File: src/sv/stbs_pkg.sv
`timescale 1ns / 1ps
// ----------------------------------------------------------------------------
// stbs_pkg: shared types and constants for the slot table
// Record layout, table sizing, request and status codes.
// ----------------------------------------------------------------------------
package stbs_pkg;

  localparam int MAX_SLOTS = 16;
  localparam int IDX_W     = $clog2(MAX_SLOTS);
  localparam int CNT_W     = $clog2(MAX_SLOTS + 1);
  // walk pointers reach past the count by up to two
  localparam int PTR_W     = CNT_W + 1;
  localparam int ID_W      = 5;

  typedef struct packed {
    logic [ID_W-1:0] id;
    logic [4:0]      hr;
    logic [5:0]      st;
    logic [5:0]      en;
    logic [7:0]      mn;
    logic [7:0]      mx;
    logic [15:0]     tag;
    logic            bk;
  } rec_t;

  typedef enum logic [1:0] {
    REQ_ADD  = 2'd0,
    REQ_BOOK = 2'd1,
    REQ_SORT = 2'd2,
    REQ_READ = 2'd3
  } req_t;

  typedef enum logic [2:0] {
    ST_OK       = 3'd0,
    ST_BOOKED   = 3'd1,
    ST_NO_SLOT  = 3'd2,
    ST_FULL     = 3'd3,
    ST_EMPTY    = 3'd4
  } status_t;

endpackage

File: src/sv/stbs_ram.sv
`timescale 1ns / 1ps
// ----------------------------------------------------------------------------
// stbs_ram: slot record storage
// One write port, two registered read ports.
// ----------------------------------------------------------------------------
module stbs_ram (
  input  logic                      clk,
  input  logic                      we,
  input  logic [stbs_pkg::IDX_W-1:0] waddr,
  input  stbs_pkg::rec_t            wdata,
  input  logic [stbs_pkg::IDX_W-1:0] raddr_a,
  input  logic [stbs_pkg::IDX_W-1:0] raddr_b,
  output stbs_pkg::rec_t            rdata_a,
  output stbs_pkg::rec_t            rdata_b
);

  stbs_pkg::rec_t mem [stbs_pkg::MAX_SLOTS];

  always_ff @(posedge clk) begin
    if (we) begin
      mem[waddr] <= wdata;
    end
    rdata_a <= mem[raddr_a];
    rdata_b <= mem[raddr_b];
  end

endmodule

File: src/sv/slot_table_book_and_sort.sv
`timescale 1ns / 1ps
// ----------------------------------------------------------------------------
// slot_table_book_and_sort: time-slot table with add, book, sort and read
// Sequencer over a two-read-port record memory and one hour comparator.
// ----------------------------------------------------------------------------
// Usage:
//   A request is taken when start is high and busy is low. Fields not used
//   by the request type are ignored. Exactly one result follows each
//   request: done pulses for one cycle with status and the result fields;
//   fields a request does not define read as zero. The receiver cannot
//   stall, so the result must be captured in the done cycle.
// Sequence (request to done):
//   add, or a read of an empty position: result straight from S_IDLE.
//   read: S_RD_RD, then S_RD_OUT.
//   book: S_BK_RD and S_BK_CHK for each record walked, stopping at the
//   matching id, or in S_BK_RD past the last record when none matches.
//   sort: for each pair S_SR_RD and S_SR_CMP, plus S_SR_WR when swapped;
//   an outer step passes through S_SR_RD alone. The single memory write
//   port makes a swap take two writes, in S_SR_CMP and S_SR_WR.
// A new request may be issued in the done cycle.
// Reset clears the record count and the sequencer; record contents are not
// cleared and are only ever read at positions below the count.
// ----------------------------------------------------------------------------
module slot_table_book_and_sort (
  input  logic        clk,
  input  logic        rst,
  input  logic        start,
  output logic        busy,
  input  logic [1:0]  req_type,
  input  logic [4:0]  hour,
  input  logic [5:0]  start_minute,
  input  logic [5:0]  end_minute,
  input  logic [7:0]  min_duration,
  input  logic [7:0]  max_duration,
  input  logic [4:0]  target_id,
  input  logic [15:0] visitor_tag,
  input  logic [3:0]  read_position,
  output logic        done,
  output logic [2:0]  status,
  output logic [4:0]  slot_id,
  output logic [4:0]  out_hour,
  output logic [5:0]  out_start,
  output logic [5:0]  out_end,
  output logic [7:0]  out_min,
  output logic [7:0]  out_max,
  output logic [15:0] out_tag,
  output logic        out_booked
);

  typedef enum logic [2:0] {
    S_IDLE, S_BK_RD, S_BK_CHK, S_RD_RD, S_RD_OUT, S_SR_RD, S_SR_CMP, S_SR_WR
  } state_t;

  typedef struct packed {
    stbs_pkg::status_t st;
    stbs_pkg::rec_t    rec;
  } res_t;

  localparam int PW = stbs_pkg::PTR_W;
  localparam int IW = stbs_pkg::IDX_W;

  state_t                      state;
  logic [stbs_pkg::CNT_W-1:0]  count;
  logic [PW-1:0]               i, j;
  logic [4:0]                  want_id;
  logic [15:0]                 want_tag;
  stbs_pkg::rec_t              rec_a;

  logic                        accept;
  logic [PW-1:0]               cnt_ext;
  logic                        full;
  stbs_pkg::rec_t              new_rec;
  stbs_pkg::rec_t              rd_a, rd_b;
  logic                        we;
  logic [IW-1:0]               waddr;
  stbs_pkg::rec_t              wdata;
  logic                        res_fire;
  res_t                        res;

  assign busy    = (state != S_IDLE);
  assign accept  = start && !busy;
  assign cnt_ext = PW'(count);
  assign full    = (count == stbs_pkg::CNT_W'(stbs_pkg::MAX_SLOTS));

  always_comb begin
    new_rec     = '0;
    new_rec.id  = stbs_pkg::ID_W'(count + 1'b1);
    new_rec.hr  = hour;
    new_rec.st  = start_minute;
    new_rec.en  = end_minute;
    new_rec.mn  = min_duration;
    new_rec.mx  = max_duration;
  end

  stbs_ram u_ram (
    .clk     (clk),
    .we      (we),
    .waddr   (waddr),
    .wdata   (wdata),
    .raddr_a (i[IW-1:0]),
    .raddr_b (j[IW-1:0]),
    .rdata_a (rd_a),
    .rdata_b (rd_b)
  );

  // write port and result selection
  always_comb begin
    we       = 1'b0;
    waddr    = i[IW-1:0];
    wdata    = rd_b;
    res_fire = 1'b0;
    res      = '0;
    unique case (state)
      S_IDLE: begin
        if (accept) begin
          unique case (stbs_pkg::req_t'(req_type))
            stbs_pkg::REQ_ADD: begin
              res_fire = 1'b1;
              if (full) begin
                res.st = stbs_pkg::ST_FULL;
              end else begin
                we         = 1'b1;
                waddr      = count[IW-1:0];
                wdata      = new_rec;
                res.rec.id = new_rec.id;
              end
            end
            stbs_pkg::REQ_READ: begin
              if (PW'(read_position) >= cnt_ext) begin
                res_fire = 1'b1;
                res.st   = stbs_pkg::ST_EMPTY;
              end
            end
            default: ;
          endcase
        end
      end
      S_BK_RD: begin
        if (i >= cnt_ext) begin
          res_fire = 1'b1;
          res.st   = stbs_pkg::ST_NO_SLOT;
        end
      end
      S_BK_CHK: begin
        if (rd_a.id == want_id) begin
          res_fire = 1'b1;
          if (rd_a.bk) begin
            res.st = stbs_pkg::ST_BOOKED;
          end else begin
            we        = 1'b1;
            wdata     = rd_a;
            wdata.tag = want_tag;
            wdata.bk  = 1'b1;
          end
        end
      end
      S_RD_OUT: begin
        res_fire = 1'b1;
        res.rec  = rd_a;
      end
      S_SR_RD: begin
        if (j >= cnt_ext && (i + PW'(2)) >= cnt_ext) begin
          res_fire = 1'b1;
        end
      end
      S_SR_CMP: begin
        // first half of a swap: lower position takes the earlier record
        if (rd_a.hr > rd_b.hr) begin
          we = 1'b1;
        end
      end
      S_SR_WR: begin
        we    = 1'b1;
        waddr = j[IW-1:0];
        wdata = rec_a;
      end
      default: ;
    endcase
  end

  always_ff @(posedge clk) begin
    if (rst) begin
      state <= S_IDLE;
      count <= '0;
      done  <= 1'b0;
    end else begin
      done <= res_fire;
      if (res_fire) begin
        status     <= res.st;
        slot_id    <= res.rec.id;
        out_hour   <= res.rec.hr;
        out_start  <= res.rec.st;
        out_end    <= res.rec.en;
        out_min    <= res.rec.mn;
        out_max    <= res.rec.mx;
        out_tag    <= res.rec.tag;
        out_booked <= res.rec.bk;
      end
      unique case (state)
        S_IDLE: begin
          if (accept) begin
            unique case (stbs_pkg::req_t'(req_type))
              stbs_pkg::REQ_ADD: begin
                if (!full) begin
                  count <= count + 1'b1;
                end
              end
              stbs_pkg::REQ_BOOK: begin
                i        <= '0;
                want_id  <= target_id;
                want_tag <= visitor_tag;
                state    <= S_BK_RD;
              end
              stbs_pkg::REQ_SORT: begin
                i     <= '0;
                j     <= PW'(1);
                state <= S_SR_RD;
              end
              stbs_pkg::REQ_READ: begin
                i <= PW'(read_position);
                if (PW'(read_position) < cnt_ext) begin
                  state <= S_RD_RD;
                end
              end
              default: ;
            endcase
          end
        end
        S_BK_RD: begin
          state <= (i >= cnt_ext) ? S_IDLE : S_BK_CHK;
        end
        S_BK_CHK: begin
          if (rd_a.id == want_id) begin
            state <= S_IDLE;
          end else begin
            i     <= i + 1'b1;
            state <= S_BK_RD;
          end
        end
        S_RD_RD: begin
          state <= S_RD_OUT;
        end
        S_RD_OUT: begin
          state <= S_IDLE;
        end
        S_SR_RD: begin
          if (j >= cnt_ext) begin
            if ((i + PW'(2)) >= cnt_ext) begin
              state <= S_IDLE;
            end else begin
              i <= i + 1'b1;
              j <= i + PW'(2);
            end
          end else begin
            state <= S_SR_CMP;
          end
        end
        S_SR_CMP: begin
          if (rd_a.hr > rd_b.hr) begin
            rec_a <= rd_a;
            state <= S_SR_WR;
          end else begin
            j     <= j + 1'b1;
            state <= S_SR_RD;
          end
        end
        S_SR_WR: begin
          j     <= j + 1'b1;
          state <= S_SR_RD;
        end
        default: state <= S_IDLE;
      endcase
    end
  end

endmodule

File: config.mk
export PLATFORM = sky130hd
export DESIGN_NAME = slot_table_book_and_sort
export DESIGN_NICKNAME = d
export VERILOG_FILES = /design/src/sv/stbs_pkg.sv /design/src/sv/stbs_ram.sv /design/src/sv/slot_table_book_and_sort.sv
export SDC_FILE = /design/constraint.sdc
export NUM_CORES = 1
export LEC_CHECK = 0
export BUFFER_PORTS_ARGS = -buffer_cell sky130_fd_sc_hd__buf_2
export CELL_PAD_IN_SITES_DETAIL_PLACEMENT = 1
export CELL_PAD_IN_SITES_GLOBAL_PLACEMENT = 1
export CORE_MARGIN = 2
export CORE_UTILIZATION = 45
export CTS_CLUSTER_DIAMETER = 100
export DETAILED_ROUTE_END_ITERATION = 6
export GPL_TIMING_DRIVEN = 0
export HOLD_SLACK_MARGIN = 0.08
export PLACE_DENSITY_LB_ADDON = 0.05
export SLEW_MARGIN = 20
export SYNTH_ARGS = -nofsm -noshare
export SYNTH_HDL_FRONTEND = slang
export SYNTH_SLANG_ARGS = --single-unit
File: constraint.sdc
create_clock -name clk -period 8.49 [get_ports clk]
set_clock_uncertainty 0.2 [all_clocks]
set_input_delay 1.698 -clock clk [delete_from_list [all_inputs] [get_ports clk]]
set_output_delay 1.698 -clock clk [all_outputs]
set_load 0.01 [all_outputs]
Word level (Yosys, flattened, before mapping)
Memory sizes are Yosys's and may differ from the RTL's. A register that Yosys moved wholly into a read port is not among the register bits.
Index checks and enable logic that the tools add are counted.
Word-level totals
  register bits: 155
  bits in writable memories: 880
  bits of input ports: 63
  output and inout bits: 60
  word-level logic and storage cells: 133
  memories: 1
Memories
  u_ram.mem: depth 16, width 55, read ports 2, clocked after Yosys merged registers in 2, write ports 1, line stbs_ram.sv:17  | stbs_pkg::rec_t mem [stbs_pkg::MAX_SLOTS];
Operators by class
  add/sub/neg operators: 4
  $lt $le $gt $ge: 6
  eq/ne operators: 22
  multiplexer cells: 58
  bitwise gates (word level): 2
  reductions and logical operators: 16
Operators with widths (number)
  $mux 55: 5
  $pmux 55 s3: 1
  $mux 6: 9
  $pmux 3 s8: 1
  $pmux 6 s4: 1
  $ge 6x5->1: 3
  $mux 3: 6
  $pmux 3 s3: 2
  $pmux 6 s3: 1
  $mux 1: 15
  $reduce_and 7->1: 2
  $add 6x1->6 const B: 2
  $eq 3x3->1 const B: 4
  $mux 4: 3
  $pmux 6 s2: 1
  $reduce_and 4->1: 3
  $mux 5: 2
  $ne 2x2->1 const B: 5
  $pmux 5 s2: 1
  $mux 2: 4
  $mux 8: 1
  $pmux 4 s2: 1
  $add 6x2->6 const B: 1
  $eq 3x2->1 const B: 2
  other kinds (27): 32

Longest topological paths before layout
  depth in word-level cells: 7
  depth in mapped cells: 10
  gate-level depth less buffers: 8

By module
From an unflattened synthesis, not the netlist that was laid out.
Second synthesis, totals
  cells, all modules: 2632
  area, all modules: 49316.0 sq um
By module, submodules not included
  stbs_ram: times used 1, cells an instance 1935, area an instance 41427.2 sq um, seq. area each 28627.5 sq um
  slot_table_book_and_sort: times used 1, cells an instance 697, area an instance 7888.8 sq um, seq. area each 4564.4 sq um

Least setup slack after synthesis
Ideal clock, no wire load.
  kind: input -> register
  start point: input req_type[0]
  end point: memory u_ram.mem[1][0] in the netlist's numbering, enable pin
  library setup time: 0.535 ns
  arrival time: 6.699 ns
  data required time: 7.755 ns
  setup slack: 1.056 ns
  stages: 8
  path buffers: 1
  path through: inv_1 -> ha_1 -> and2_1 -> buf_2 -> a31oi_2 -> a221oi_2 -> nand2b_1 -> nor3_1
On the way
  cells in the longest elaborated chain, start to end: 6
  elaborated cells between the ends (all ways): 9
RTL lines
  from (decl): line slot_table_book_and_sort.sv:29  | input logic [1:0] req_type,
  $logic_not 2->1 (*): line slot_table_book_and_sort.sv:116  | unique case (stbs_pkg::req_t'(req_type))
  $mux 1: line slot_table_book_and_sort.sv:116
  $mux 1: line slot_table_book_and_sort.sv:115  | if (accept) begin
  $pmux 1 s4: line slot_table_book_and_sort.sv:113  | unique case (state)
  $mux 1: line stbs_ram.sv:20  | if (we) begin
  $mux 1 (implied by the code): line stbs_ram.sv:21  | mem[waddr] <= wdata;
  to (decl): line stbs_ram.sv:17
Mark *: on every way between the ends. The rest lies on a longest branch, timed or not.

==> flow_summary.json <==
{
  "cp-start-kind": "input pin",
  "critPathMaxFanout": 16,
  "antenna_found_initial": 8,
  "max_cap_violations": 0,
  "drtIter0Drc": 3297,
  "tightest_slew_ns": 1.21,
  "netlist_area_um2": 50200,
  "cts_max_level": 4,
  "die_area_um2": 114000,
  "wl_um": 171000,
  "hold_violations": 0,
  "criticalPathCategory": "in -> reg",
  "cp_data_arrival_time_ns": 4.87,
  "rows": 122,
  "post-route-min-period_ns": 4.61,
  "dp_hpwl_um": 118000,
  "core_um2": 111000,
  "finalCritPeriodShare": 0.543,
  "drtPass1Iterations": 5,
  "track_usage": 0.303,
  "fp.dieW_um": 338,
  "rsz0062_at_grt": "false",
  "p_total_mw": 13.9,
  "path_cells": "buf_2 -> inv_1 -> ha_1 -> and2_1 -> buf_2 -> nand3_2 -> nand2_1 -> nor2_2 -> buf_2 -> a221o_1",
  "critical-path-max-stage-delay_ns": 0.75,
  "status": "completed",
  "gp_congestion": 0.831,
  "cts_sinks": 1145,
  "cts_tree": "done",
  "dieHeight_um": 338,
  "r2r_cells": 10,
  "wire_per_inst_um": 36.5,
  "nets": 3165,
  "via_per_inst": 6.47,
  "antenna_left": 0,
  "ctsHoldBuffers": 0,
  "drive_above_1_share": 0.314,
  "slew_viol_final": 0,
  "cts_root_buffer": "clkbuf_16",
  "max-slew-margin-rel": 0.196,
  "clk_path_buf_depth": 3,
  "endpoint_kind": "flip-flop",
  "start_util": 0.454,
  "cp.depth": 10,
  "postCtsSetupBuffers": 0,
  "syn_to_final_growth_pct": 17.4,
  "final_util": 0.533,
  "design_area_um2": 59000,
  "whs_path_depth": 0,
  "grt_max_degree": 32,
  "min_from": "u_ram.rdata_a[6]$_DFF_P_",
  "path_buf_inv": 4,
  "r2r-start": "i[1]$_DFFE_PP_",
  "drc_errors": 0,
  "yosys_register_bits": 1145,
  "cts_made_buffers": 132,
  "setup_viol": 0,
  "grt_pass1_vias": 31800,
  "max-vdd-ir-drop_mv": 0.172,
  "grt_pass1_wl_um": 240000,
  "worstSetupStartpoint": "req_type[0]",
  "powerDensity_nw_per_um2": 236,
  "synth.avg_cell_area_um2": 18.5,
  "grt-ovfl-total": 0,
  "worstPathRequired_ns": 8.75,
  "synth_fp_nets": 2816,
  "clk_pin_slew_ns": 0.05,
  "ys.flop_type": "edfxtp_1",
  "netlist_instances": 2721,
  "timing.fmax_mhz": 217,
  "vias": 30200,
  "leakage_nw": 20.6,
  "clkLatencyLatePin_ns": 0.76,
  "crit_top_cell": "buf_2",
  "cp_slowest_cell": "buf_2",
  "place.port_buffers": 121,
  "synth_cell_type_count": 69,
  "cts_resized": 0,
  "hold_class": "reg -> reg",
  "synth_edf_count": 1026,
  "ys_seq_area_frac": 0.661,
  "yosysWarnings": 0,
  "place_area_um2": 54400,
  "cp_top_family": "simple AND/OR/NAND/NOR gates",
  "pin_count": 123,
  "async_flop_share": 0
}
final cells by class:
type,count,area (µm²)
clock buffer,189,3850
tap,1488,1860
clock inverter,56,649
sequential,1145,33200
fill,9937,51700
timing repair buffer,215,2190
multi-input combinational,1356,16200
buffer,193,943
antenna,4,10.0
inverter,27,101
registers in the layout (all words and copies together) (netlist names), 8 cells and up:
signal         count
out_max            8
u_ram.rdata_b     55
want_tag          16
rec_a             55
out_tag           16
u_ram.rdata_a     55
out_min            8
u_ram.mem        880
placed cells by master, fill, tap and decap left out, types with 12 or more instances in the layout:
cell type,instances
buf_12,29
nand2_1,84
buf_2,184
nor2_1,21
and2_1,54
nand3_1,16
dfxtp_1,119
mux4_2,385
a21oi_1,69
clkinv_2,23
nor2_4,13
inv_1,26
o21ai_0,126
ha_1,32
bufinv_16,12
clkbuf_16,138
clkbuf_1,112
clkbuf_2,13
mux2i_1,166
a22oi_1,59
a22o_1,49
buf_16,22
buf_4,44
buf_6,18
a221oi_1,56
mux2_2,55
a21o_1,25
xnor2_1,17
a221o_1,39
edfxtp_1,1026
clkbuf_8,21
metrics by stage:
step	worst slack, ns	std cells	hold slack, ns	setup TNS, ns
finish	3.88	4673	0.220	0
global route	3.70	4669	0.226	0
CTS	3.70	4668	0.222	0
detailed placement	3.21	4423	0.209	0
global placement	-6.04	4330	0.206	-1939.74
floorplan	1.06	2721	0.200	0
routing by layer:
layer | routed length (µm) | part of all wire | global-route usage | vias to the layer above
met5 | 0 | 0 | 0 | -
met4 | 5700 | 0.033 | 0.108 | 0
met3 | 11600 | 0.068 | 0.0442 | 279
met2 | 82700 | 0.49 | 0.493 | 1320
met1 | 70600 | 0.41 | 0.418 | 16500
li1 | - | - | - | 12100
worst reg2reg max path: stages, from the launching register on:
cell and delay, ns:
edfxtp_1 0.46, buf_2 0.36, buf_2 0.48, buf_2 0.43, nand3_1 0.14, xnor2_1 0.27, ha_1 0.29, and3_1 0.19
a2111o_1 0.46, nor2b_1 0.19, nor4_2 0.73
worst paths after layout:
path,slack (ns),endpoint
max reg2reg,3.92,j[1]$_DFFE_PP_
min reg2reg,0.22,rec_a[6]$_DFFE_PP_
min,0.22,rec_a[6]$_DFFE_PP_
max,3.88,u_ram.mem[10][44]$_DFFE_PP_
where the power goes:
part | total (mW) | switching (mW) | internal, mW | leakage [nW]
clock network | 5.90 | 2.37 | 3.54 | 2.22
logic | 1.44 | 0.898 | 0.544 | 8.07
registers | 6.57 | 0.124 | 6.45 | 10.3
total | 13.9 | 3.39 | 10.5 | 20.6
cells by family after synthesis:
| logic type | Yosys count | synth area share |
|---|---|---|
| DFF | 1145 | 0.661 |
| xor gates and xnor gates | 23 | 0.00401 |
| buffers and inverters | 220 | 0.0205 |
| and+or+nand+nor | 235 | 0.0242 |
| AOI/OAI and AO/OA | 460 | 0.0642 |
| adders and majority gates | 32 | 0.00797 |
| muxes | 606 | 0.218 |
synthesized netlist by cell type, types with 3 or more instances:
cell | number | area share
buf_6 | 9 | 0.0020
nor2_1 | 34 | 0.0025
o21ai_0 | 126 | 0.013
edfxtp_1 | 1026 | 0.61
inv_1 | 26 | 0.0019
mux2i_1 | 166 | 0.033
xnor2_1 | 17 | 0.0030
mux2_2 | 55 | 0.012
clkbuf_1 | 95 | 0.0071
a21oi_1 | 69 | 0.0069
buf_2 | 62 | 0.0062
o21ai_1 | 3 | 0.00030
o311ai_1 | 4 | 0.00070
nand2_1 | 84 | 0.0063
xor2_1 | 6 | 0.0010
buf_1 | 12 | 0.00090
dfxtp_1 | 119 | 0.047
a21o_1 | 26 | 0.0039
and2_1 | 54 | 0.0067
buf_4 | 15 | 0.0022
nor3_1 | 7 | 0.00070
a22oi_1 | 59 | 0.0088
a22o_1 | 49 | 0.0085
a221o_1 | 39 | 0.0078
nand2b_1 | 4 | 0.00050
and3_1 | 4 | 0.00050
a221oi_1 | 56 | 0.0098
nor2b_1 | 11 | 0.0014
mux4_2 | 385 | 0.17
o21bai_1 | 3 | 0.00045
ha_1 | 32 | 0.0080
nand3_1 | 16 | 0.0016
(Power assumes the default switching activity.)
